<file path="src/design/i2cee_pkg.sv">
`timescale 1ns / 1ps

package i2cee_pkg;

  localparam int unsigned AckWaitLimitInt = 255;
  localparam logic [7:0] ACK_WAIT_LIMIT = 8'(AckWaitLimitInt);
  localparam logic [6:0] DEV_ADDR_RESET = 7'h50;

  typedef enum logic [1:0] {
    CMD_NONE  = 2'd0,
    CMD_READ  = 2'd1,
    CMD_WRITE = 2'd2
  } cmd_e;

  typedef struct packed {
    cmd_e       cmd;
    logic [7:0] word_address;
    logic [7:0] write_data;
    logic       sda_in;
  } item_t;

  typedef struct packed {
    logic       scl_out;
    logic       sda_out;
    logic       busy_res;
    logic       done_res;
    logic [7:0] read_data;
  } res_t;

endpackage

</file>
<file path="src/design/i2c_eeprom_byte_master_unit.sv">
`timescale 1ns / 1ps
// Channel  | Direction | Handshake                    | Content
// s_axis   | in        | s_axis_tvalid / s_axis_tready | one bus phase tick and command
// m_axis   | out       | m_axis_tvalid / m_axis_tready | line levels and status per tick
// cfg      | in        | cfg_valid_i / cfg_ready_o     | seven-bit device address
//
// One tick per clock cycle sustained while m_axis accepts; each tick is held in the input
// queue at the accepting edge, then passes the phase sequencer into its output register.
// The sequencer retires one queued tick per cycle whenever the output register is free.
// Reset releases both lines, empties the queue and loads device address 0x50.
// An m_axis stall backs up the queue; s_axis_tready drops once both entries are held.

module i2c_eeprom_byte_master_unit import i2cee_pkg::*; (
  input  logic        clk_i,
  input  logic        rst_ni,
  input  logic        s_axis_tvalid,
  output logic        s_axis_tready,
  input  logic [23:0] s_axis_tdata,   // word_address[7:0], write_data[15:8], sda_in[16], zero
  input  logic [1:0]  s_axis_tuser,   // opcode[1:0]
  output logic        m_axis_tvalid,
  input  logic        m_axis_tready,
  output logic [15:0] m_axis_tdata,   // scl_out[0], sda_out[1], busy_res[2], read_data[10:3]
  output logic        m_axis_tlast,   // done_res
  input  logic        cfg_valid_i,
  output logic        cfg_ready_o,
  input  logic [6:0]  cfg_data_i
);

  logic  q_valid;
  logic  q_pop;
  item_t q_item;
  res_t  res;

  assign cfg_ready_o = 1'b1;

  i2cee_front u_front (
    .clk_i          (clk_i),
    .rst_ni         (rst_ni),
    .in_valid_i     (s_axis_tvalid),
    .in_ready_o     (s_axis_tready),
    .opcode_i       (s_axis_tuser),
    .word_address_i (s_axis_tdata[7:0]),
    .write_data_i   (s_axis_tdata[15:8]),
    .sda_in_i       (s_axis_tdata[16]),
    .q_valid_o      (q_valid),
    .q_pop_i        (q_pop),
    .q_item_o       (q_item)
  );

  i2cee_seq u_seq (
    .clk_i       (clk_i),
    .rst_ni      (rst_ni),
    .cfg_we_i    (cfg_valid_i && cfg_ready_o),
    .cfg_data_i  (cfg_data_i),
    .q_valid_i   (q_valid),
    .q_pop_o     (q_pop),
    .q_item_i    (q_item),
    .out_valid_o (m_axis_tvalid),
    .out_ready_i (m_axis_tready),
    .out_res_o   (res)
  );

  assign m_axis_tdata = {5'd0, res.read_data, res.busy_res, res.sda_out, res.scl_out};
  assign m_axis_tlast = res.done_res;

`ifndef SYNTHESIS
  a_done_not_busy: assert property (@(posedge clk_i) disable iff (!rst_ni)
    m_axis_tvalid && m_axis_tlast |-> !m_axis_tdata[2])
    else $error("done tick reports busy");

  a_done_lines_released: assert property (@(posedge clk_i) disable iff (!rst_ni)
    m_axis_tvalid && m_axis_tlast |-> m_axis_tdata[0] && m_axis_tdata[1])
    else $error("bus lines not released after stop");

  a_full_queue_pending: assert property (@(posedge clk_i) disable iff (!rst_ni)
    !s_axis_tready |-> q_valid)
    else $error("input stalled with empty queue");

  a_pop_fills_output: assert property (@(posedge clk_i) disable iff (!rst_ni)
    q_pop |=> m_axis_tvalid)
    else $error("popped tick did not reach output");
`endif

endmodule

</file>
<file path="src/design/i2cee_front.sv">
`timescale 1ns / 1ps

module i2cee_front import i2cee_pkg::*; (
  input  logic        clk_i,
  input  logic        rst_ni,
  input  logic        in_valid_i,
  output logic        in_ready_o,
  input  logic [1:0]  opcode_i,
  input  logic [7:0]  word_address_i,
  input  logic [7:0]  write_data_i,
  input  logic        sda_in_i,
  output logic        q_valid_o,
  input  logic        q_pop_i,
  output item_t       q_item_o
);

  item_t      mem_q [2];
  logic       wr_ptr_q, wr_ptr_d;
  logic       rd_ptr_q, rd_ptr_d;
  logic [1:0] count_q, count_d;
  logic       push;
  item_t      item_in;

  always_comb begin
    item_in.word_address = word_address_i;
    item_in.write_data   = write_data_i;
    item_in.sda_in       = sda_in_i;
    unique case (opcode_i)
      2'd1:    item_in.cmd = CMD_READ;
      2'd2:    item_in.cmd = CMD_WRITE;
      default: item_in.cmd = CMD_NONE;
    endcase
  end

  assign in_ready_o = (count_q != 2'd2);
  assign push       = in_valid_i && in_ready_o;
  assign q_valid_o  = (count_q != 2'd0);
  assign q_item_o   = mem_q[rd_ptr_q];

  always_comb begin
    wr_ptr_d = push ? ~wr_ptr_q : wr_ptr_q;
    rd_ptr_d = q_pop_i ? ~rd_ptr_q : rd_ptr_q;
    count_d  = count_q + 2'(push) - 2'(q_pop_i);
  end

  always_ff @(posedge clk_i) begin
    if (push) begin
      mem_q[wr_ptr_q] <= item_in;
    end
  end

  always_ff @(posedge clk_i or negedge rst_ni) begin
    if (!rst_ni) begin
      wr_ptr_q <= 1'b0;
      rd_ptr_q <= 1'b0;
      count_q  <= 2'd0;
    end else begin
      wr_ptr_q <= wr_ptr_d;
      rd_ptr_q <= rd_ptr_d;
      count_q  <= count_d;
    end
  end

endmodule

</file>
<file path="src/design/i2cee_seq.sv">
`timescale 1ns / 1ps

module i2cee_seq import i2cee_pkg::*; (
  input  logic        clk_i,
  input  logic        rst_ni,
  input  logic        cfg_we_i,
  input  logic [6:0]  cfg_data_i,
  input  logic        q_valid_i,
  output logic        q_pop_o,
  input  item_t       q_item_i,
  output logic        out_valid_o,
  input  logic        out_ready_i,
  output res_t        out_res_o
);

  localparam logic [2:0] K_IDLE  = 3'd0;
  localparam logic [2:0] K_START = 3'd1;
  localparam logic [2:0] K_WBYTE = 3'd2;
  localparam logic [2:0] K_ACK   = 3'd3;
  localparam logic [2:0] K_READ  = 3'd4;
  localparam logic [2:0] K_STOP  = 3'd5;

  function automatic logic [2:0] seg_kind(logic [3:0] seg, logic is_write);
    logic [2:0] k;
    k = K_IDLE;
    if (is_write) begin
      unique case (seg)
        4'd1:                k = K_START;
        4'd2, 4'd4, 4'd6:    k = K_WBYTE;
        4'd3, 4'd5, 4'd7:    k = K_ACK;
        4'd8:                k = K_STOP;
        default:             k = K_IDLE;
      endcase
    end else begin
      unique case (seg)
        4'd1, 4'd6:          k = K_START;
        4'd2, 4'd4, 4'd7:    k = K_WBYTE;
        4'd3, 4'd5, 4'd8:    k = K_ACK;
        4'd9:                k = K_READ;
        4'd10:               k = K_STOP;
        default:             k = K_IDLE;
      endcase
    end
    return k;
  endfunction

  logic [6:0] dev_q;
  logic [3:0] seg_q, seg_d;
  logic [1:0] sub_q, sub_d;
  logic [3:0] bit_cnt_q, bit_cnt_d;
  logic [7:0] shift_q, shift_d;
  logic [7:0] ack_cnt_q, ack_cnt_d;
  logic       is_write_q, is_write_d;
  logic [7:0] addr_q, addr_d;
  logic [7:0] data_q, data_d;
  logic [7:0] rx_q, rx_d;
  logic       scl_q, scl_d;
  logic       sda_q, sda_d;
  logic       done;
  logic       enter;
  logic [3:0] tgt;
  logic       out_valid_q;
  res_t       res_q;

  assign q_pop_o     = q_valid_i && (!out_valid_q || out_ready_i);
  assign out_valid_o = out_valid_q;
  assign out_res_o   = res_q;

  always_comb begin
    seg_d      = seg_q;
    sub_d      = sub_q;
    bit_cnt_d  = bit_cnt_q;
    shift_d    = shift_q;
    ack_cnt_d  = ack_cnt_q;
    is_write_d = is_write_q;
    addr_d     = addr_q;
    data_d     = data_q;
    rx_d       = rx_q;
    scl_d      = scl_q;
    sda_d      = sda_q;
    done       = 1'b0;
    enter      = 1'b0;
    tgt        = seg_q + 4'd1;
    if (seg_q == 4'd0) begin
      sub_d = 2'd0;
      if (q_item_i.cmd != CMD_NONE) begin
        is_write_d = (q_item_i.cmd == CMD_WRITE);
        addr_d     = q_item_i.word_address;
        data_d     = q_item_i.write_data;
        enter      = 1'b1;
        tgt        = 4'd1;
      end
    end else begin
      unique case (seg_kind(seg_q, is_write_q))
        K_START: begin
          unique case (sub_q)
            2'd0: sda_d = 1'b1;
            2'd1: scl_d = 1'b1;
            2'd2: sda_d = 1'b0;
            default: begin
              scl_d = 1'b0;
              enter = 1'b1;
            end
          endcase
          sub_d = sub_q + 2'd1;
        end
        K_WBYTE: begin
          if (bit_cnt_q[3]) begin
            if (sub_q == 2'd0) begin
              scl_d = 1'b0;
              sub_d = 2'd1;
            end else begin
              sda_d = 1'b1;
              enter = 1'b1;
            end
          end else begin
            unique case (sub_q)
              2'd0: begin
                scl_d = 1'b0;
                sub_d = 2'd1;
              end
              2'd1: begin
                sda_d   = shift_q[7];
                shift_d = {shift_q[6:0], 1'b0};
                sub_d   = 2'd2;
              end
              default: begin
                scl_d     = 1'b1;
                bit_cnt_d = bit_cnt_q + 4'd1;
                sub_d     = 2'd0;
              end
            endcase
          end
        end
        K_ACK: begin
          if (sub_q == 2'd0) begin
            scl_d     = 1'b1;
            ack_cnt_d = 8'd0;
            sub_d     = 2'd1;
          end else if (!q_item_i.sda_in || ack_cnt_q >= ACK_WAIT_LIMIT) begin
            scl_d = 1'b0;
            enter = 1'b1;
          end else begin
            ack_cnt_d = ack_cnt_q + 8'd1;
          end
        end
        K_READ: begin
          unique case (sub_q)
            2'd0: begin
              scl_d = 1'b0;
              sub_d = 2'd1;
            end
            2'd1: begin
              sda_d     = 1'b1;
              bit_cnt_d = 4'd0;
              shift_d   = 8'd0;
              sub_d     = 2'd2;
            end
            2'd2: begin
              scl_d   = 1'b1;
              shift_d = {shift_q[6:0], q_item_i.sda_in};
              sub_d   = 2'd3;
            end
            default: begin
              scl_d     = 1'b0;
              bit_cnt_d = bit_cnt_q + 4'd1;
              if (bit_cnt_d[3]) begin
                enter = 1'b1;
              end else begin
                sub_d = 2'd2;
              end
            end
          endcase
        end
        K_STOP: begin
          if (sub_q == 2'd0) begin
            sda_d = 1'b0;
            sub_d = 2'd1;
          end else if (sub_q == 2'd1) begin
            scl_d = 1'b1;
            sub_d = 2'd2;
          end else begin
            sda_d = 1'b1;
            if (!is_write_q) begin
              rx_d = shift_q;
            end
            done  = 1'b1;
            seg_d = 4'd0;
            sub_d = 2'd0;
          end
        end
        default: begin
          seg_d = 4'd0;
          sub_d = 2'd0;
        end
      endcase
    end
    if (enter) begin
      seg_d     = tgt;
      sub_d     = 2'd0;
      bit_cnt_d = 4'd0;
      if (seg_kind(tgt, is_write_d) == K_WBYTE) begin
        priority if (tgt == 4'd2) begin
          shift_d = {dev_q, 1'b0};
        end else if (tgt == 4'd4) begin
          shift_d = addr_d;
        end else if (is_write_d) begin
          shift_d = data_d;
        end else begin
          shift_d = {dev_q, 1'b1};
        end
      end
    end
  end

  always_ff @(posedge clk_i or negedge rst_ni) begin
    if (!rst_ni) begin
      dev_q       <= DEV_ADDR_RESET;
      seg_q       <= 4'd0;
      sub_q       <= 2'd0;
      bit_cnt_q   <= 4'd0;
      shift_q     <= 8'd0;
      ack_cnt_q   <= 8'd0;
      is_write_q  <= 1'b0;
      addr_q      <= 8'd0;
      data_q      <= 8'd0;
      rx_q        <= 8'd0;
      scl_q       <= 1'b1;
      sda_q       <= 1'b1;
      out_valid_q <= 1'b0;
    end else begin
      if (cfg_we_i) begin
        dev_q <= cfg_data_i;
      end
      if (q_pop_o) begin
        seg_q       <= seg_d;
        sub_q       <= sub_d;
        bit_cnt_q   <= bit_cnt_d;
        shift_q     <= shift_d;
        ack_cnt_q   <= ack_cnt_d;
        is_write_q  <= is_write_d;
        addr_q      <= addr_d;
        data_q      <= data_d;
        rx_q        <= rx_d;
        scl_q       <= scl_d;
        sda_q       <= sda_d;
        out_valid_q <= 1'b1;
      end else if (out_ready_i) begin
        out_valid_q <= 1'b0;
      end
    end
  end

  always_ff @(posedge clk_i) begin
    if (q_pop_o) begin
      res_q.scl_out   <= scl_d;
      res_q.sda_out   <= sda_d;
      res_q.busy_res  <= (seg_d != 4'd0);
      res_q.done_res  <= done;
      res_q.read_data <= rx_d;
    end
  end

endmodule
</file>
<file path="config.mk">
export PLATFORM = sky130hd
export DESIGN_NAME = i2c_eeprom_byte_master_unit
export DESIGN_NICKNAME = d
export VERILOG_FILES = /design/src/design/i2cee_pkg.sv /design/src/design/i2c_eeprom_byte_master_unit.sv /design/src/design/i2cee_front.sv /design/src/design/i2cee_seq.sv
export SDC_FILE = /design/constraint.sdc
export NUM_CORES = 1
export LEC_CHECK = 0
export BUFFER_PORTS_ARGS = -buffer_cell sky130_fd_sc_hd__buf_4
export CORE_ASPECT_RATIO = 0.7
export CORE_MARGIN = 3
export CORE_UTILIZATION = 64
export DETAILED_ROUTE_END_ITERATION = 16
export GPL_TIMING_DRIVEN = 0
export PLACE_DENSITY = 0.85
export RECOVER_POWER = 100
export SYNTH_ARGS = -nofsm -noshare
export SYNTH_HDL_FRONTEND = slang
export SYNTH_HIERARCHICAL = 1
export SYNTH_SLANG_ARGS = --single-unit
</file>
<file path="constraint.sdc">
create_clock -name clk_i -period 7 [get_ports clk_i]
set_input_delay 1.05 -clock clk_i [delete_from_list [all_inputs] [get_ports clk_i]]
set_output_delay 1.05 -clock clk_i [all_outputs]
set_load 0.01 [all_outputs]
</file>
==> flow_metrics.tcl <==
set metrics [dict create \
    status "finished, violations left" \
    violations "max-capacitance violations, max-slew violations" \
    grt.overflow.total 0 \
    min_to "u_seq/rx_q[1]" \
    synth_area_sq_um 6056 \
    pin_count 58 \
    yosys-top-cells-count "61 x dfrtp_1, 61 x mux2_2, 50 x edfxtp_1" \
    intPower_mw 1.999 \
    hp-start "u_seq/rx_q[1]" \
    critPathTopFamily "simple AND/OR/NAND/NOR gates" \
    power_density_nw_per_um2 474.4 \
    cp_data_arrival_time_ns 5.11 \
    synth-edff-count 50 \
    combPwrFrac 0.426 \
    nets 651 \
    fin_crit_ns 4.823 \
    power.clock.fraction 0.257 \
    ys_seq_area_frac 0.5174 \
    netSwitchingFraction 0.4010 \
    vias 4876 \
    synth_area_leaders "dfrtp_1 25%, edfxtp_1 25%, mux2_2 11%" \
    cts-root-buf "clkbuf_16" \
    reg2reg_slack_ns 2.18 \
    viasPerCell 6.625 \
    yosysTopAreaCellShare 0.2521 \
    drtIter0Drc 649 \
    cp.required_ns 7.29 \
    finalSetupTns_ns 0 \
    fmax_mhz 207.3 \
    maxCapViolCount 3 \
    cts_buffer_depth 2 \
    post_cts_resize_count 0 \
    worstPathCellList "inv_1 -> ha_1 -> mux2i_1 -> o221a_2 -> nor2_1 -> nand2_1 -> nor4_1 -> nand2_1 -> mux2_2" \
    clkSinkCount 115 \
    cts_setup_buffers 0 \
    rows 29 \
    timing.critical_path.slowest_cell_delay_ns 1.41 \
    critPathKind "register to register" \
    die_area_sq_um 10680 \
    avgRoutedWirePerCell_microns 21.21 \
    cts_tree "yes" \
    grt_max_degree 66 \
    r2r_end "u_seq/rx_q[6]" \
    nFillCells 597 \
    die_h_microns 87.39 \
    yosysUniqueCellTypes 68 \
    cp-start-kind "register" \
    synth_cells 532 \
    drt_pass1_iterations 7 \
    hold_viol 0 \
    cpMaxStageDelayCell "nor4_1" \
    drive_gt1_frac 0.2255 \
    holdPathStages 1 \
    ys.flop_type "dfrtp_1" \
    cts_max_level 4 \
    wl_mm 15.61 \
    fp.coreArea_sq_um 9144 \
    grtUsageTotal 0.3136 \
    gp_congestion 1.010 \
    drc 0 \
    p_seq_frac 0.316 \
    r2r_start "u_seq/seg_q[0]" \
    hold_class "register to register" \
    cp_num_buf_inv 1 \
    dp_hpwl_mm 10.48 \
    cp_max_fo 11 \
    synth_top_area_cell "dfrtp_1" \
    ir_drop_uv 314.4 \
    p_sw_mw 1.338 \
    grt_pass1_wl_mm 25.25 \
    critical_path.most_common_cell "nand2_1" \
    antenna_found_initial 0 \
    grt_pass1_vias 4888 \
    fin_crit_sh 0.6890 \
    skew_ns 0.008434 \
    finalMaxSlewViolations 85 \
    rsz0062_at_grt "false" \
    endpoint_kind "register" \
    ant_nets 0 \
    syn_avg_cell_area_sq_um 11.38 \
    ys_warn_count 6 \
    antenna_cells 0 \
    hold_slack_ns 0.5026 \
    holdBufCountCts 0 \
    areaGrowthSynthToFinish_pct 16.18 \
    synthArstFlopShare 0.5652 \
    rr_worst_depth 9 \
    path_clk_slew_ns 0.06 \
    leakagePower_nw 2.801 \
    synth_seq_cells 115 \
    worstMarginPinSlew_ns 3.549 \
    setup_viol 0 \
    portBuffers 43 \
    fp.dieW_microns 122.3 \
    start_util 0.6623 \
    cts_buffers 17 \
    maxSlewHeadroom -1.366 \
    clock_latency_ns 0.41 \
]
[through the flow]
stage	std cells	util	total power [mW]	cell area, sq um	worst slack [ns]
after floorplan	536	-	2.030	6071	3.916
after global placement	703	0.7162	2.406	6549	3.182
after detailed placement	704	0.7181	2.460	6566	3.078
after CTS	736	0.7824	3.343	7154	3.221
after global routing	736	0.7694	3.521	7036	1.784
final	736	0.7694	3.337	7036	2.177
[flip-flops by register name, indices dropped and copies added (netlist names)]
name and flops:
u_seq/addr_q 8, u_seq/is_write_q 1, u_seq/sub_q 2, u_front/rd_ptr_q 1, u_seq/bit_cnt_q 4, u_front/mem_q 38, u_seq/out_res_o 12, u_seq/scl_q 1
u_seq/ack_cnt_q 8, u_seq/out_valid_o 1, u_front/wr_ptr_q 1, u_seq/dev_q 7, u_seq/rx_q 8, u_front/count_q 2, u_seq/seg_q 4, u_seq/shift_q 8
u_seq/sda_q 1, u_seq/data_q 8
[logic make-up (layout without fill, tap and decap cells)]
logic type,count (synthesis),count (layout),share of synthesized area
DFF,115,115,0.5174
adders and majority gates,14,14,0.02893
xor gates and xnor gates,8,8,0.01157
and+or+nand+nor,146,146,0.1258
buffers and inverters,47,123,0.03554
other,2,6,0.001240
muxes,67,67,0.1233
AOI/OAI and AO/OA,133,133,0.1562
[cell type report]
| cell class | count | area [sq um] | share of cell area |
|---|---|---|---|
| flip-flops and latches | 115 | 3133 | 0.4453 |
| multi-input cells | 374 | 2691 | 0.3825 |
| clock buffers | 20 | 457.9 | 0.06509 |
| repair buffers | 44 | 259.0 | 0.03681 |
| well taps | 124 | 155.1 | 0.02205 |
| plain buffers | 32 | 152.6 | 0.02170 |
| clock inverters | 12 | 130.1 | 0.01850 |
| inverters | 15 | 56.30 | 0.008003 |
[routing by layer]
| metal | up-vias | routed length [microns] | GRT usage |
|---|---|---|---|
| li1 | 2143 | - | - |
| met5 | - | 0 | 0 |
| met4 | 0 | 294 | 0.1118 |
| met3 | 36 | 1623 | 0.09805 |
| met2 | 327 | 6998 | 0.4571 |
| met1 | 2370 | 6692 | 0.4458 |
[power groups by stage]
| stage | clock, mW | combinational, mW | sequential [mW] |
|---|---|---|---|
| global route | 0.903 | 1.54 | 1.07 |
| global placement | 0 | 1.36 | 1.05 |
| detailed placement | 0 | 1.40 | 1.06 |
| CTS | 0.863 | 1.43 | 1.05 |
| finish | 0.858 | 1.42 | 1.06 |
| floorplan | 0 | 1.00 | 1.03 |
[cells in the final DEF, fill, tap and decap left out, drive strengths merged, types with 7 or more instances in the layout]
cell type | synthesis | routed
dfrtp | 61 | 61
o32ai | 7 | 7
o22ai | 7 | 7
nand2b | 12 | 12
o21ai | 33 | 33
edfxtp | 50 | 50
inv | 14 | 16
nor3 | 16 | 16
clkinv | 1 | 7
a21oi | 21 | 21
ha | 14 | 14
a221o | 10 | 10
nand3 | 16 | 16
nor2 | 33 | 33
nand2 | 35 | 35
mux2 | 61 | 61
buf | 15 | 19
clkbuf | 17 | 77
[worst max-delay path by stage]
| stage | from | end | slack [ns] | depth (start not counted) |
|---|---|---|---|---|
| floorplan | u_seq/seg_q[0] | u_seq/shift_q[1] | 3.92 | 11 |
| global placement | m_axis_tready | u_seq/addr_q[1] | 3.18 | 7 |
| detailed placement | m_axis_tready | u_seq/addr_q[1] | 3.08 | 7 |
| CTS | u_seq/seg_q[0] | u_seq/addr_q[1] | 3.22 | 9 |
| global route | u_seq/seg_q[0] | u_seq/rx_q[6] | 1.78 | 9 |
| finish | u_seq/seg_q[0] | u_seq/rx_q[6] | 2.18 | 9 |
(Power assumes the default switching activity.)
